### src/rtl/core/assert_macros.svh
// ----------------------------------------------------------------------------
// Assertion macros
// Shared property templates for the shallow water stencil core.
// ----------------------------------------------------------------------------
`ifndef ASSERT_MACROS_SVH
`define ASSERT_MACROS_SVH

// Same-cycle implication, switched off while reset is held.
`define ASSERT_IMPLIES(name, clk, rst_n, ante, cons) \
    name: assert property (@(posedge clk) disable iff (!rst_n) (ante) |-> (cons)) \
        else $error("same-cycle implication failed");

// Next-cycle implication, switched off while reset is held.
`define ASSERT_NEXT(name, clk, rst_n, ante, cons) \
    name: assert property (@(posedge clk) disable iff (!rst_n) (ante) |=> (cons)) \
        else $error("next-cycle implication failed");

`endif

### src/rtl/core/swsten_pkg.sv
// ----------------------------------------------------------------------------
// swsten_pkg
// Sizes, codes and fixed-point helpers of the shallow water stencil core.
// ----------------------------------------------------------------------------
package swsten_pkg;

    localparam int MAX_CELLS = 1024;
    localparam int DEPTH     = MAX_CELLS + 2;
    localparam int IDX_W     = $clog2(DEPTH);

    localparam int CIDX_W    = 11;
    localparam int CNT_W     = 11;
    localparam int COEF_W    = 31;
    localparam int OP_W      = 2;
    localparam int CFG_IDX_W = 2;
    localparam int Q_W       = 32;
    localparam int FRAC      = 24;

    localparam int MUL_W     = 33;
    localparam int PROD_W    = 2 * MUL_W;
    localparam int RND_W     = PROD_W - FRAC;
    localparam int SAT_W     = 44;

    localparam int IN_DATA_W  = 80;
    localparam int OUT_DATA_W = 96;

    localparam logic [CNT_W-1:0]  RST_CELL_COUNT = 11'd1024;
    localparam logic [COEF_W-1:0] RST_STEP_COEF  = 31'd838861;
    localparam logic [COEF_W-1:0] RST_PRESS_COEF = 31'd82540;

    localparam logic [CFG_IDX_W-1:0] CFG_CELL_COUNT = 2'd0;
    localparam logic [CFG_IDX_W-1:0] CFG_STEP_COEF  = 2'd1;
    localparam logic [CFG_IDX_W-1:0] CFG_PRESS_COEF = 2'd2;

    typedef enum logic [OP_W-1:0] {
        OP_LOAD = 2'd0,
        OP_STEP = 2'd1,
        OP_READ = 2'd2
    } t_op;

    localparam logic signed [Q_W-1:0]   Q_MAX  = 32'sh7FFF_FFFF;
    localparam logic signed [Q_W-1:0]   Q_MIN  = 32'sh8000_0000;
    localparam logic signed [SAT_W-1:0] SAT_HI = 44'sh000_7FFF_FFFF;
    localparam logic signed [SAT_W-1:0] SAT_LO = 44'shFFF_8000_0000;

    // Q8.24 product scaling: add one half LSB, then drop the fraction bits.
    function automatic logic signed [RND_W-1:0] qround(input logic signed [PROD_W-1:0] p);
        logic signed [PROD_W-1:0] t;
        t = p + $signed({{(PROD_W-FRAC){1'b0}}, 1'b1, {(FRAC-1){1'b0}}});
        return t[PROD_W-1:FRAC];
    endfunction

    function automatic logic signed [Q_W-1:0] sat32(input logic signed [SAT_W-1:0] v);
        logic signed [Q_W-1:0] r;
        if (v > SAT_HI) begin
            r = Q_MAX;
        end else if (v < SAT_LO) begin
            r = Q_MIN;
        end else begin
            r = v[Q_W-1:0];
        end
        return r;
    endfunction

endpackage

### src/rtl/core/swsten_qmul.sv
// ----------------------------------------------------------------------------
// swsten_qmul
// Shared signed multiplier with a registered full-width product.
// ----------------------------------------------------------------------------
module swsten_qmul (
    input  logic                                   i_clk,
    input  logic signed [swsten_pkg::MUL_W-1:0]    i_a,
    input  logic signed [swsten_pkg::MUL_W-1:0]    i_b,
    output logic signed [swsten_pkg::PROD_W-1:0]   o_prod
);
    import swsten_pkg::*;

    logic signed [PROD_W-1:0] r_prod;

    always_ff @(posedge i_clk) begin
        r_prod <= i_a * i_b;
    end

    assign o_prod = r_prod;

endmodule

### config.mk
export PLATFORM = sky130hd
export DESIGN_NAME = swsten_qmul
export DESIGN_NICKNAME = d
export VERILOG_FILES = /design/src/rtl/core/assert_macros.svh /design/src/rtl/core/swsten_pkg.sv /design/src/rtl/core/swsten_qmul.sv
export SDC_FILE = /design/constraint.sdc
export NUM_CORES = 2
export LEC_CHECK = 0
export BUFFER_PORTS_ARGS = -buffer_cell sky130_fd_sc_hd__buf_4
export CORE_ASPECT_RATIO = 2
export CORE_MARGIN = 2
export CORE_UTILIZATION = 60
export DETAILED_ROUTE_END_ITERATION = 8
export PLACE_DENSITY = 0.82
export SLEW_MARGIN = 15
export SYNTH_ARGS = -nofsm -noshare
export SYNTH_HDL_FRONTEND = slang
export SYNTH_SLANG_ARGS = --single-unit
### constraint.sdc
create_clock -name i_clk -period 10.1 [get_ports i_clk]
set_clock_uncertainty 0.2 [all_clocks]
set_input_delay 1.01 -clock i_clk [delete_from_list [all_inputs] [get_ports i_clk]]
set_output_delay 1.01 -clock i_clk [all_outputs]
set_load 0.01 [all_outputs]
Yosys cells after proc, flatten, opt, wreduce, memory -nomap -nowiden
Cells that the tools add are included.
{"block": "op_classes", "multipliers": 1}
{"operator": "$mul A33 B33 Y66", "count": 1}
{"block": "word_totals", "input_bits": 67, "register_bits": 66, "elab_cells": 2}

Depth between registers and ports, before layout
{"block": "depth", "depth_word": 1, "mapped_depth": 27}

Worst setup path before layout
OpenSTA, ideal clock, no wires.
{"block": "synth_path", "kind": "input to register", "startpoint": "input port i_a[32] in the netlist's numbering", "endpoint": "register r_prod[62], in the netlist o_prod[62]", "arrival_time_ns": 8.167, "stages": 23, "path_buffers": 2, "setup_slack_ns": 1.654, "setup_time_ns": 0.079, "path_cell_list": "clkbuf_1 > nand2_1 > inv_1 > fa_1 > fa_1 > fa_1 > fa_1 > fa_1 > fa_1 > fa_1 > inv_1 > fa_1 > inv_1 > ha_1 > clkbuf_1 > and3_1 > nand3_1 > nand2b_1 > a2111oi_4 > a211oi_4 > a21o_2 > a21o_1 > a211oi_2"}
{"block": "synth_via", "elab_chain_cells": 1}
{"element": "start, declared", "line_no": "swsten_qmul.sv:7", "rtl": "input logic signed [swsten_pkg::MUL_W-1:0] i_a,"}
{"element": "$mul A33 B33 Y66", "line_no": "swsten_qmul.sv:16", "rtl": "r_prod <= i_a * i_b;"}
{"element": "end signal, assigned", "line_no": "swsten_qmul.sv:16"}
{"element": "end, declared", "line_no": "swsten_qmul.sv:13", "rtl": "logic signed [PROD_W-1:0] r_prod;"}
Every way passes these cells.

Worst setup path in the final report
{"block": "layout_path", "startpoint": "input port i_b[0] in the netlist's numbering", "endpoint": "register r_prod[58], in the netlist o_prod[58]"}
{"block": "layout_via", "elab_chain_cells": 1}
{"element": "start, declared", "line_no": "swsten_qmul.sv:8", "rtl": "input logic signed [swsten_pkg::MUL_W-1:0] i_b,"}
{"element": "$mul A33 B33 Y66", "line_no": "swsten_qmul.sv:16"}
Every way passes these cells.

==> results.yml <==
status:
  outcome: "completed"
timing:
  slew-limit-headroom: 0.2352
  finalSetupTns_ps: 0
  min_period_over_period: 0.8646
  post-route-min-period_ps: 8732
  finalMaxSlewViolations: 0
  worstMarginPinSlew_ps: 1144
  setup_viol_count_final: 0
  max_clock_freq_mhz: 114.5
  hold_viol_final: 0
  rsz0062_at_grt: "false"
global_routing:
  grt_overflow: 0
  first_global_vias: 32630
  antenna_found_initial: 6
  grt_pass1_wl_mm: 171.8
  grt_max_degree: 34
  grt_util_all_layers: 0.3143
logic_synthesis:
  synth_seq_cells: 66
  seq_area_frac_synth: 0.03244
  yosys.cell_types.count: 80
  synth_ff_type: "dfxtp_1"
  syn_area_per_cell_um2: 9.390
  syn_inst: 4338
  async_flop_share: 0
  synth-edff-count: 0
  syn_nets: 5767
  netlist_area_um2: 40730
  yosysWarnings: 0
placed_design:
  hpwl_mm: 85.63
  place_congestion: 0.8806
  port-buffer-count: 132
clocking:
  clockBufferDepth: 2
  root_buffer: "clkbuf_16"
  cts_tree: "done"
  clk_pin_slew_ps: 60
  cts_buffers: 9
  cts-resized-gates: 0
  post_cts_buffers: 0
  hold_buffers: 0
  clkSinkCount: 66
  htree_num_levels: 3
floorplanning:
  io_pins: 133
  rows: 135
  core_um2: 67400
  die_w_um: 188.2
  die_area_um2: 70120
  initial_core_util: 0.6044
  dieHeight_um: 372.5
layout:
  final_cell_mix: "fa_1 (1,145), inv_1 (1,131), and2_1 (562)"
  seq_area_um2: 1321
  multiInputGateArea_um2: 34320
  largest_reg_flops: 66
  finalNetCount: 5691
  mostFrequentLayoutCell: "fa_1"
  drive_above_1_share: 0.04359
  syn2layout_area_growth_pct: 3.913
  num-fill-cells: 5347
worst_setup_path:
  crit_type: "in2reg"
  cp_data_required_time_ps: 10160
  cp_max_fo: 33
  worstPathArrival_ps: 8790
  worstSetupStartpointType: "input port"
  cp-end-kind: "flip-flop"
  crit_path_start: "i_b[0]"
job:
  cap_viol_max_count: 0
routing:
  wl_mm: 101.0
  dr.pass1.iters: 6
  antenna_left: 0
  viasPerCell: 5.546
  via_count: 28620
  drt-initial-drc-count: 1966
  wire_per_inst_um: 19.57
  drc_errors: 0
min_path:
  min_from: "i_b[0]"
  holdCritPathClass: "in2reg"
[metrics by stage]
stage               cells  utilization  setup slack (ps)  hold WS [ps]  instance area (um2)
global route         5157       0.6279             958.0         954.2                42320
CTS                  5157       0.6279              1357         921.5                42320
floorplan            4338            -              1654         937.3                40730
global placement     5141       0.6232              1115          1208                42000
finish               5160       0.6281              1368         950.3                42330
detailed placement   5141       0.6232             966.3          1201                42000
[layer usage]
metal	share of wire	vias to the layer above	track usage
li1	-	12170	-
met1	0.39	14800	0.4306
met2	0.48	1442	0.5089
met3	0.10	202	0.06481
met4	0.027	4	0.09737
met5	0.00023	-	0
[path summary, 6_finish.rpt]
check                 end  cells past startpoint
max    o_prod[58]$_DFF_P_                     22
min     o_prod[0]$_DFF_P_                      2
[logic make-up after synthesis]
family / Yosys count / share of synthesized area
XOR/XNOR: 68 / 0.01462
AND/OR/NAND/NOR: 1271 / 0.1578
buffers and inverters: 1352 / 0.1251
AO/OA/AOI/OAI: 219 / 0.04067
adder cells (fa/ha/maj): 1362 / 0.6294
flip-flops: 66 / 0.03244
[synthesized netlist by cell type (all sizes together), types with 9 or more instances]
| cell type | instances | area share |
|---|---|---|
| a31oi | 9 | 0.0015 |
| nand2b | 12 | 0.0018 |
| and2 | 563 | 0.087 |
| clkbuf | 208 | 0.019 |
| inv | 1131 | 0.10 |
| a21o | 38 | 0.0071 |
| nor2 | 68 | 0.0063 |
| xnor2 | 43 | 0.0092 |
| nand2 | 551 | 0.051 |
| nand3 | 26 | 0.0033 |
| nand4 | 12 | 0.0020 |
| o21ai | 33 | 0.0042 |
| buf | 13 | 0.0017 |
| xor2 | 25 | 0.0054 |
| o21bai | 11 | 0.0020 |
| dfxtp | 66 | 0.032 |
| ha | 217 | 0.067 |
| fa | 1145 | 0.56 |
| a21oi | 61 | 0.0080 |
| a211oi | 11 | 0.0027 |
[critical path, cell delays in order]
cell	delay, ps
buf_4	290
nand2_1	140
inv_1	150
fa_1	490
fa_1	630
fa_1	670
fa_1	1220
fa_1	580
fa_1	510
fa_1	500
inv_1	60
fa_1	490
inv_1	40
ha_1	410
and3_1	190
nand3_1	110
nand2b_1	240
a2111oi_4	360
a211oi_4	80
a21oi_2	210
nor4b_2	70
a311oi_1	280
[layout make-up]
class,instances,area share
diodes,3,0.0001774
clock buffers,10,0.005409
inverters,1131,0.1003
multi-input cells,2920,0.8107
repair buffers,134,0.02377
flip-flops and latches,66,0.03121
well taps,890,0.02631
clock inverters,6,0.002099
Power is not shown: default switching activity piles up to over one toggle a cycle in this logic, so the estimate is an artifact.
