===== src/rtl/core/assert_macros.svh =====
// ----------------------------------------------------------------------------
// Assertion macros
// Shared property templates for the shallow water stencil core.
// ----------------------------------------------------------------------------
`ifndef ASSERT_MACROS_SVH
`define ASSERT_MACROS_SVH

// Same-cycle implication, switched off while reset is held.
`define ASSERT_IMPLIES(name, clk, rst_n, ante, cons) \
    name: assert property (@(posedge clk) disable iff (!rst_n) (ante) |-> (cons)) \
        else $error("same-cycle implication failed");

// Next-cycle implication, switched off while reset is held.
`define ASSERT_NEXT(name, clk, rst_n, ante, cons) \
    name: assert property (@(posedge clk) disable iff (!rst_n) (ante) |=> (cons)) \
        else $error("next-cycle implication failed");

`endif


===== src/rtl/core/swsten_pkg.sv =====
// ----------------------------------------------------------------------------
// swsten_pkg
// Sizes, codes and fixed-point helpers of the shallow water stencil core.
// ----------------------------------------------------------------------------
package swsten_pkg;

    localparam int MAX_CELLS = 1024;
    localparam int DEPTH     = MAX_CELLS + 2;
    localparam int IDX_W     = $clog2(DEPTH);

    localparam int CIDX_W    = 11;
    localparam int CNT_W     = 11;
    localparam int COEF_W    = 31;
    localparam int OP_W      = 2;
    localparam int CFG_IDX_W = 2;
    localparam int Q_W       = 32;
    localparam int FRAC      = 24;

    localparam int MUL_W     = 33;
    localparam int PROD_W    = 2 * MUL_W;
    localparam int RND_W     = PROD_W - FRAC;
    localparam int SAT_W     = 44;

    localparam int IN_DATA_W  = 80;
    localparam int OUT_DATA_W = 96;

    localparam logic [CNT_W-1:0]  RST_CELL_COUNT = 11'd1024;
    localparam logic [COEF_W-1:0] RST_STEP_COEF  = 31'd838861;
    localparam logic [COEF_W-1:0] RST_PRESS_COEF = 31'd82540;

    localparam logic [CFG_IDX_W-1:0] CFG_CELL_COUNT = 2'd0;
    localparam logic [CFG_IDX_W-1:0] CFG_STEP_COEF  = 2'd1;
    localparam logic [CFG_IDX_W-1:0] CFG_PRESS_COEF = 2'd2;

    typedef enum logic [OP_W-1:0] {
        OP_LOAD = 2'd0,
        OP_STEP = 2'd1,
        OP_READ = 2'd2
    } t_op;

    localparam logic signed [Q_W-1:0]   Q_MAX  = 32'sh7FFF_FFFF;
    localparam logic signed [Q_W-1:0]   Q_MIN  = 32'sh8000_0000;
    localparam logic signed [SAT_W-1:0] SAT_HI = 44'sh000_7FFF_FFFF;
    localparam logic signed [SAT_W-1:0] SAT_LO = 44'shFFF_8000_0000;

    // Q8.24 product scaling: add one half LSB, then drop the fraction bits.
    function automatic logic signed [RND_W-1:0] qround(input logic signed [PROD_W-1:0] p);
        logic signed [PROD_W-1:0] t;
        t = p + $signed({{(PROD_W-FRAC){1'b0}}, 1'b1, {(FRAC-1){1'b0}}});
        return t[PROD_W-1:FRAC];
    endfunction

    function automatic logic signed [Q_W-1:0] sat32(input logic signed [SAT_W-1:0] v);
        logic signed [Q_W-1:0] r;
        if (v > SAT_HI) begin
            r = Q_MAX;
        end else if (v < SAT_LO) begin
            r = Q_MIN;
        end else begin
            r = v[Q_W-1:0];
        end
        return r;
    endfunction

endpackage


===== src/rtl/core/swsten_div.sv =====
// ----------------------------------------------------------------------------
// swsten_div
// Bit-serial restoring divider for the Q8.24 velocity quotient.
// ----------------------------------------------------------------------------
module swsten_div (
    input  logic                                i_clk,
    input  logic                                i_rst_n,
    input  logic                                i_start,
    input  logic signed [swsten_pkg::Q_W-1:0]   i_num,
    input  logic signed [swsten_pkg::Q_W-1:0]   i_den,
    output logic                                o_done,
    output logic signed [swsten_pkg::Q_W-1:0]   o_quo
);
    import swsten_pkg::*;

    localparam int DIV_N_W = Q_W + FRAC;
    localparam int DCNT_W  = $clog2(DIV_N_W);
    localparam logic [DIV_N_W-1:0] LIM_NEG = DIV_N_W'(64'h8000_0000);
    localparam logic [DIV_N_W-1:0] LIM_POS = DIV_N_W'(64'h7FFF_FFFF);

    typedef enum logic [1:0] {D_IDLE, D_RUN, D_FIN} t_dstate;

    t_dstate              r_state;
    logic [DCNT_W-1:0]    r_cnt;
    logic [DIV_N_W-1:0]   r_acc;
    logic [Q_W-1:0]       r_rem;
    logic [Q_W-1:0]       r_den;
    logic                 r_neg;
    logic                 r_den_zero;
    logic                 r_num_pos;
    logic                 r_num_neg;
    logic                 r_done;
    logic signed [Q_W-1:0] r_quo;

    logic [Q_W-1:0] mag_num;
    logic [Q_W-1:0] mag_den;
    logic [Q_W:0]   shifted;
    logic           ge;
    logic [Q_W:0]   diff;

    always_comb begin
        mag_num = i_num[Q_W-1] ? (~i_num + 1'b1) : i_num;
        mag_den = i_den[Q_W-1] ? (~i_den + 1'b1) : i_den;
        shifted = {r_rem, r_acc[DIV_N_W-1]};
        ge      = shifted >= {1'b0, r_den};
        diff    = shifted - {1'b0, r_den};
    end

    always_ff @(posedge i_clk) begin
        if (!i_rst_n) begin
            r_state <= D_IDLE;
            r_done  <= 1'b0;
            r_cnt   <= '0;
        end else begin
            r_done <= 1'b0;
            case (r_state)
                D_IDLE: begin
                    if (i_start) begin
                        r_acc      <= {mag_num, {FRAC{1'b0}}};
                        r_rem      <= '0;
                        r_den      <= mag_den;
                        r_neg      <= i_num[Q_W-1] ^ i_den[Q_W-1];
                        r_den_zero <= (i_den == '0);
                        r_num_pos  <= !i_num[Q_W-1] && (i_num != '0);
                        r_num_neg  <= i_num[Q_W-1];
                        r_cnt      <= '0;
                        r_state    <= D_RUN;
                    end
                end
                D_RUN: begin
                    r_rem <= ge ? diff[Q_W-1:0] : shifted[Q_W-1:0];
                    r_acc <= {r_acc[DIV_N_W-2:0], ge};
                    r_cnt <= r_cnt + 1'b1;
                    if (r_cnt == DCNT_W'(DIV_N_W - 1)) begin
                        r_state <= D_FIN;
                    end
                end
                D_FIN: begin
                    // The shift register now holds the magnitude of the quotient.
                    if (r_den_zero) begin
                        r_quo <= r_num_pos ? Q_MAX : (r_num_neg ? Q_MIN : '0);
                    end else if (r_neg) begin
                        r_quo <= (r_acc > LIM_NEG) ? Q_MIN : -$signed(r_acc[Q_W-1:0]);
                    end else begin
                        r_quo <= (r_acc > LIM_POS) ? Q_MAX : $signed(r_acc[Q_W-1:0]);
                    end
                    r_done  <= 1'b1;
                    r_state <= D_IDLE;
                end
                default: begin
                    r_state <= D_IDLE;
                end
            endcase
        end
    end

    assign o_done = r_done;
    assign o_quo  = r_quo;

endmodule


===== config.mk =====
export PLATFORM = sky130hd
export DESIGN_NAME = swsten_div
export DESIGN_NICKNAME = d
export VERILOG_FILES = /design/src/rtl/core/assert_macros.svh /design/src/rtl/core/swsten_pkg.sv /design/src/rtl/core/swsten_div.sv
export SDC_FILE = /design/constraint.sdc
export NUM_CORES = 1
export LEC_CHECK = 0
export BUFFER_PORTS_ARGS = -buffer_cell sky130_fd_sc_hd__buf_2
export CELL_PAD_IN_SITES_DETAIL_PLACEMENT = 1
export CELL_PAD_IN_SITES_GLOBAL_PLACEMENT = 1
export CORE_MARGIN = 2
export CORE_UTILIZATION = 50
export DETAILED_ROUTE_END_ITERATION = 12
export GPL_TIMING_DRIVEN = 0
export HOLD_SLACK_MARGIN = 0.02
export PLACE_DENSITY_LB_ADDON = 0.1
export SYNTH_ARGS = -nofsm -noshare
export SYNTH_HDL_FRONTEND = slang
export SYNTH_SLANG_ARGS = --single-unit

===== constraint.sdc =====
create_clock -name i_clk -period 14.2 [get_ports i_clk]
set_clock_uncertainty 0.15 [all_clocks]
set_input_delay 0 -clock i_clk [delete_from_list [all_inputs] [get_ports i_clk]]
set_output_delay 0 -clock i_clk [all_outputs]
set_load 0.02 [all_outputs]

; Word level (Yosys, flattened, before mapping)
; Cells that the tools add are included.
[op_classes]
eq_ne = 5
mux = 19
n_reduce_logical = 11
add_sub_neg = 5
bitwise = 3
magnitude_cmp = 3
[ops]
columns = cell, count
row1 = two-way mux 32 bit, 9
row2 = one-hot mux 56 bit (2 select lines), 1
row3 = "adder 32 x 1 -> 32 bit, second input constant", 2
row4 = NOT 32 bit, 2
row5 = one-hot mux 32 bit (2 select lines), 1
row6 = "greater-than comparator 56 x 31 -> 1 bit, second input constant", 1
row7 = "greater-than comparator 56 x 32 -> 1 bit, second input constant", 1
row8 = two-way mux 56 bit, 1
row9 = greater-or-equal comparator 33 x 32 -> 1 bit, 1
row10 = zero test 32 bit, 1
row11 = negation 32 bit, 1
row12 = nonzero test 32 bit, 1
row13 = subtractor 32 bit, 1
row14 = two-way mux 31 bit, 1
row15 = one-hot mux 6 bit (2 select lines), 1
row16 = "adder 6 x 1 -> 6 bit, second input constant", 1
row17 = "== test 6 bit, second input constant", 1
row18 = two-way mux 6 bit, 1
row19 = AND reduction 2 bit, 3
row20 = AND reduction 3 bit, 2
row21 = two-way mux 2 bit, 2
row22 = "inequality test 2 bit, second input constant", 2
row23 = one-hot mux 2 bit (2 select lines), 1
row24 = "== test 2 x 1 -> 1 bit, second input constant", 1
row25 = 7 further kinds, 7
[word_totals]
inputBits = 67
reg_bits = 165

; Longest topological paths before layout
[depth]
ltp_word = 5
ltp_mapped = 14
depth_no_buf = 12

; Worst setup path before layout
; OpenSTA, ideal clock, no wires.
[synth_path]
kind = register to register
startpoint = register r_state[1]
endpoint = register r_acc[0], enable pin
n_path_buf = 1
period_less_slack_ns = 7.713
slack_ns = 6.487
t_arrival_ns = 6.903
path_stages_with_launch = 3
required_ns = 13.390
cell_sequence = dfxtp_1 -> clkbuf_1 -> nor3b_1
[synth_via]
elab_chain_len = 3
word_cells_on_any_way = 5
cone_classes = 2 x eq/ne / 3 x reduce/logical
[synth_lines]
columns = item, line_no
row1 = start: declaration, swsten_div.sv:23  ; t_dstate r_state;
row2 = start signal: assignment, swsten_div.sv:51  ; r_state <= D_IDLE;
row3 = start signal: assignment, swsten_div.sv:67  ; r_state <= D_RUN;
row4 = start signal: assignment, swsten_div.sv:75  ; r_state <= D_FIN;
row5 = == test 2 x 1 -> 1 bit or zero test 2 bit (tied branches), swsten_div.sv:56  ; case (r_state)
row6 = nonzero test 2 bit (no source line) or inequality test 2 bit (tied branches), n/a
row7 = AND reduction 3 bit (no source line) (*), n/a
row8 = end signal: assignment, swsten_div.sv:59  ; r_acc <= {mag_num, {FRAC{1'b0}}};
row9 = end signal: assignment, swsten_div.sv:72  ; r_acc <= {r_acc[DIV_N_W-2:0], ge};
row10 = end: declaration, swsten_div.sv:25  ; logic [DIV_N_W-1:0] r_acc;
; Mark *: on every way between the ends. The rest lies on a longest branch, timed or not.
; A chain may end at the register's enable or synchronous reset.

; Final worst setup path
[layout_path]
startpoint = register r_acc[1]
endpoint = register r_quo[29], in the netlist o_quo[29], data pin
[layout_via]
elab_chain_len = 4
word_cells_on_any_way = 7
cone_classes = 1 x add/sub / 2 x order compare / 4 x mux
[layout_lines]
columns = item, line_no
row1 = greater-than comparator 56 x 31 -> 1 bit (tied with other cells), swsten_div.sv:85  ; r_quo <= (r_acc > LIM_POS) ? Q_MAX : $signed(r_acc[Q_W-1:0]);
row2 = two-way mux 32 bit (on tied branches), "swsten_div.sv:85, swsten_div.sv:83"
row3 = two-way mux 32 bit (*), swsten_div.sv:82  ; end else if (r_neg) begin
row4 = two-way mux 32 bit (*), swsten_div.sv:80  ; if (r_den_zero) begin
row5 = end signal: assignment, swsten_div.sv:81  ; r_quo <= r_num_pos ? Q_MAX : (r_num_neg ? Q_MIN : '0);
row6 = end signal: assignment, swsten_div.sv:83  ; r_quo <= (r_acc > LIM_NEG) ? Q_MIN : -$signed(r_acc[Q_W-1:0]);
row7 = end signal: assignment, swsten_div.sv:85
row8 = end: declaration, swsten_div.sv:33  ; logic signed [Q_W-1:0] r_quo;
; Marks and branches as above.

==> flow_summary_export.csv <==
group,metric,value,unit
die,dieArea,0.02148,sq mm
logic_synthesis,synth_commonest_cells,"edfxtp_1, nor2_1, nand2_1",
power,pwr-share-comb,0.225,
timing,tightest_slew,1016,ps
timing,period_minus_slack,4336,ps
hold_path,min_path_type,"input port to register",
worst_setup_path,reg2reg_to,"o_quo[29]$_DFFE_PP_",
logic_synthesis,yosys_warnings,0,
logic_synthesis,synth-edff-count,156,
die,core-area,0.02010,sq mm
logic_synthesis,synth_mux_area_frac,0.01194,
worst_setup_path,path_class,"register to register",
logic_synthesis,synth_fp_nets,1169,
logic_synthesis,synth_seq_cells,165,
logic_synthesis,syn_area_per_cell,9.542,sq um
grt,grt_max_degree,33,
logic_synthesis,yosys.area_share.simple,0.1934,
hold_path,min_to,"r_den[0]$_DFFE_PP_",
worst_setup_path,r2r_cells,13,
logic_synthesis,synth_xor_area_frac,0.07412,
grt,antenna_found_initial,1,
worst_setup_path,startpoint,"r_acc[1]$_SDFFCE_PN0P_",
power,p_leak,4.870,nW
detailed_routing,drt_pass1_iterations,5,
detailed_routing,drcViolationCount,0,
timing,hold_viol_final,0,
placed_design,io_buffers,99,
placed_design,dp_hpwl,21.44,mm
placed_design,place_area,0.01114,sq mm
timing,fin_crit_sh,0.3054,
detailed_routing,wirelength,34.19,mm
cts,cts_buffers,17,
logic_synthesis,synth_cell_type_count,57,
timing,slew_viol_final,0,
logic_synthesis,syn-cell-area,0.01016,sq mm
cts,clkTransAtPathRegs,70,ps
cts,cts_tree,"done",
worst_setup_path,reg2reg_from,"r_acc[1]$_SDFFCE_PN0P_",
cts,h-tree-depth,4,
detailed_routing,drt_iter0_markers,670,
finish,stdcell_area,0.01268,sq mm
power,power.density,111.6,mW/mm^2
cts,cts_resized,0,
cts,clock_path_buffers,2,
worst_setup_path,worstPathRequired,14270,ps
timing,setup-violations-final,0,
detailed_routing,via_per_inst,6.091,
logic_synthesis,synth_most_common_cell,"edfxtp_1",
hold_path,min_path_cells,2,
grt,grt-ovfl-total,0,
finish,nFillCells,2249,
logic_synthesis,synth-adder-area-share,0.04629,
status,status,"completed",
logic_synthesis,synth_cells,1065,
power,p_sw,0.4306,mW
detailed_routing,wl_per_cell,21.79,microns
power,p_int,0.9841,mW
timing,fmax,230.6,MHz
finish,layout-drive-gt1-share,0.1279,
finish,nNetsFinal,1389,
power,p_clk_frac,0.351,
worst_setup_path,start_kind,"register",
die,die_y,146.6,microns
cts,clock-sinks,165,
detailed_routing,final_antenna_net_count,0,
grt,grt_pass1_wl,54.23,mm
finish,areaGrowthSynthToFinish,24.78,%
power,power.share.sequential,0.424,
grt,grt_usage,0.3206,
timing,fin_tns_setup,0,ps
worst_setup_path,arrival,4410,ps
die,rows,52,
power,swShare,0.3044,
timing,hold_ws,188.5,ps
worst_setup_path,r2r_slack,9860,ps
logic_synthesis,yosys_most_used_dff,"edfxtp_1",
logic_synthesis,yosysSeqAreaShare,0.4787,
die,dieWidth,146.6,microns
timing,slew_headroom,0.3217,
timing,rsz0062_at_grt,"false",
worst_setup_path,cp-end-kind,"register",
flow_run,maxCapViolCount,0,
worst_setup_path,crit_fanout,10,
logic_synthesis,yosys.area.top_type,"edfxtp_1",
cts,clock_latency,430,ps
logic_synthesis,synth_top_family_by_area,"simple AND/OR/NAND/NOR gates",
placed_design,gp_congestion,0.8631,
grt,grt_pass1_vias,10150,
logic_synthesis,yosysTopAreaCellShare,0.4610,
cts,cts_root_buf,"clkbuf_16",
die,io_pins,100,
logic_synthesis,async_flop_share,0,
die,start_util,0.5055,
hold_path,hp-start,"i_den[0]",
logic_synthesis,ys_top_cells_by_area,"edfxtp_1, ha_1, nor2_1",
detailed_routing,num_vias,9556,
logic_synthesis,synth_compound_area_frac,0.1567,
power,max-vdd-ir-drop,85.41,uV
final cells by class:
| class | count | area (sq um) | area share |
|---|---|---|---|
| plain buffers | 50 | 198.9 | 0.01569 |
| clock buffers | 17 | 425.4 | 0.03355 |
| flip-flops and latches | 165 | 4865 | 0.3836 |
| clock inverters | 15 | 195.2 | 0.01539 |
| multi-input cells | 798 | 4925 | 0.3884 |
| well taps | 270 | 337.8 | 0.02664 |
| inverters | 52 | 195.2 | 0.01539 |
| diodes | 1 | 2.502 | 0.0001973 |
| repair buffers | 201 | 1536 | 0.1212 |
per-layer routing:
layer	global-route usage	routed length, microns
met1	0.4012	14370
met2	0.5547	16930
met3	0.05344	1766
met4	0.1286	1124
met5	0	0
repair_timing:
action,in CTS,in global routing
hold buffers,92,0
buffers inserted,0,0
endpoints found under the hold margin,91,0
kinds of logic (layout without fill, tap and decap cells):
group,Yosys count,in the layout
flops,165,165
simple gates,403,403
other cells,0,1
fa+ha+maj,37,37
mux,12,12
compound gates,260,260
buf+inv,102,335
xor+xnor,86,86
worst max path at each step:
| stage | end | slack [ps] | cells past startpoint |
|---|---|---|---|
| floorplan | r_acc[0]$_SDFFCE_PN0P_ | 6490 | 2 |
| detailed placement | o_quo[30]$_DFFE_PP_ | 9960 | 13 |
| global placement | r_acc[10]$_SDFFCE_PN0P_ | 2990 | 2 |
| global route | o_quo[29]$_DFFE_PP_ | 9640 | 13 |
| CTS | o_quo[30]$_DFFE_PP_ | 9880 | 13 |
| finish | o_quo[29]$_DFFE_PP_ | 9860 | 13 |
power by group through the flow:
stage,logic (mW),clock network (mW),registers (mW)
finish,0.319,0.497,0.600
detailed placement,0.273,0,0.608
CTS,0.303,0.500,0.598
floorplan,0.187,0,0.604
global route,0.346,0.516,0.603
global placement,0.255,0,0.613
flip-flops by register name, indices dropped and copies added (netlist names):
name        flops
o_done          1
o_quo          32
r_acc          56
r_cnt           6
r_den          32
r_den_zero      1
r_neg           1
r_num_neg       1
r_num_pos       1
r_rem          32
r_state         2
per-stage QoR:
stage / total power, mW / utilization / setup WS, ps / cells
floorplan: 0.7909 / - / 6487 / 1065
global placement: 0.8685 / 0.5469 / 2989 / 1434
detailed placement: 0.8817 / 0.5539 / 9964 / 1444
CTS: 1.401 / 0.6306 / 9878 / 1568
global route: 1.465 / 0.6308 / 9636 / 1569
finish: 1.415 / 0.6308 / 9864 / 1569
worst max-delay path, cell delays in order, from the launching register on:
cell and delay [ps]:
edfxtp_1 430, inv_1 130, ha_1 190, or3b_2 520, or4b_1 550, or3_1 360, buf_2 180, o31a_1 340
nor3_4 380, nand2_2 170, buf_6 180, nor3_1 180, a21oi_1 70, a21oi_1 300
layout by cell type, fill, tap and decap left out, drive strengths merged, types with 7 or more instances in the layout:
master       count
dfxtp            9
o41ai            9
nor2           119
or2              7
edfxtp         156
o211ai           8
or3             16
a21oi           74
nor4            16
nand3           22
xor2            38
o21ai           80
a211o            7
buf            115
mux2i           11
nand2          105
o22ai            7
nor3            28
nand2b           9
xnor2           48
nor2b           14
inv             58
or4             16
ha              36
dlygate4sd3     92
nand4            7
and2            25
o31ai           15
clkbuf          61
a31oi            9
a21o            17
Power figures use the tool's default switching activity.
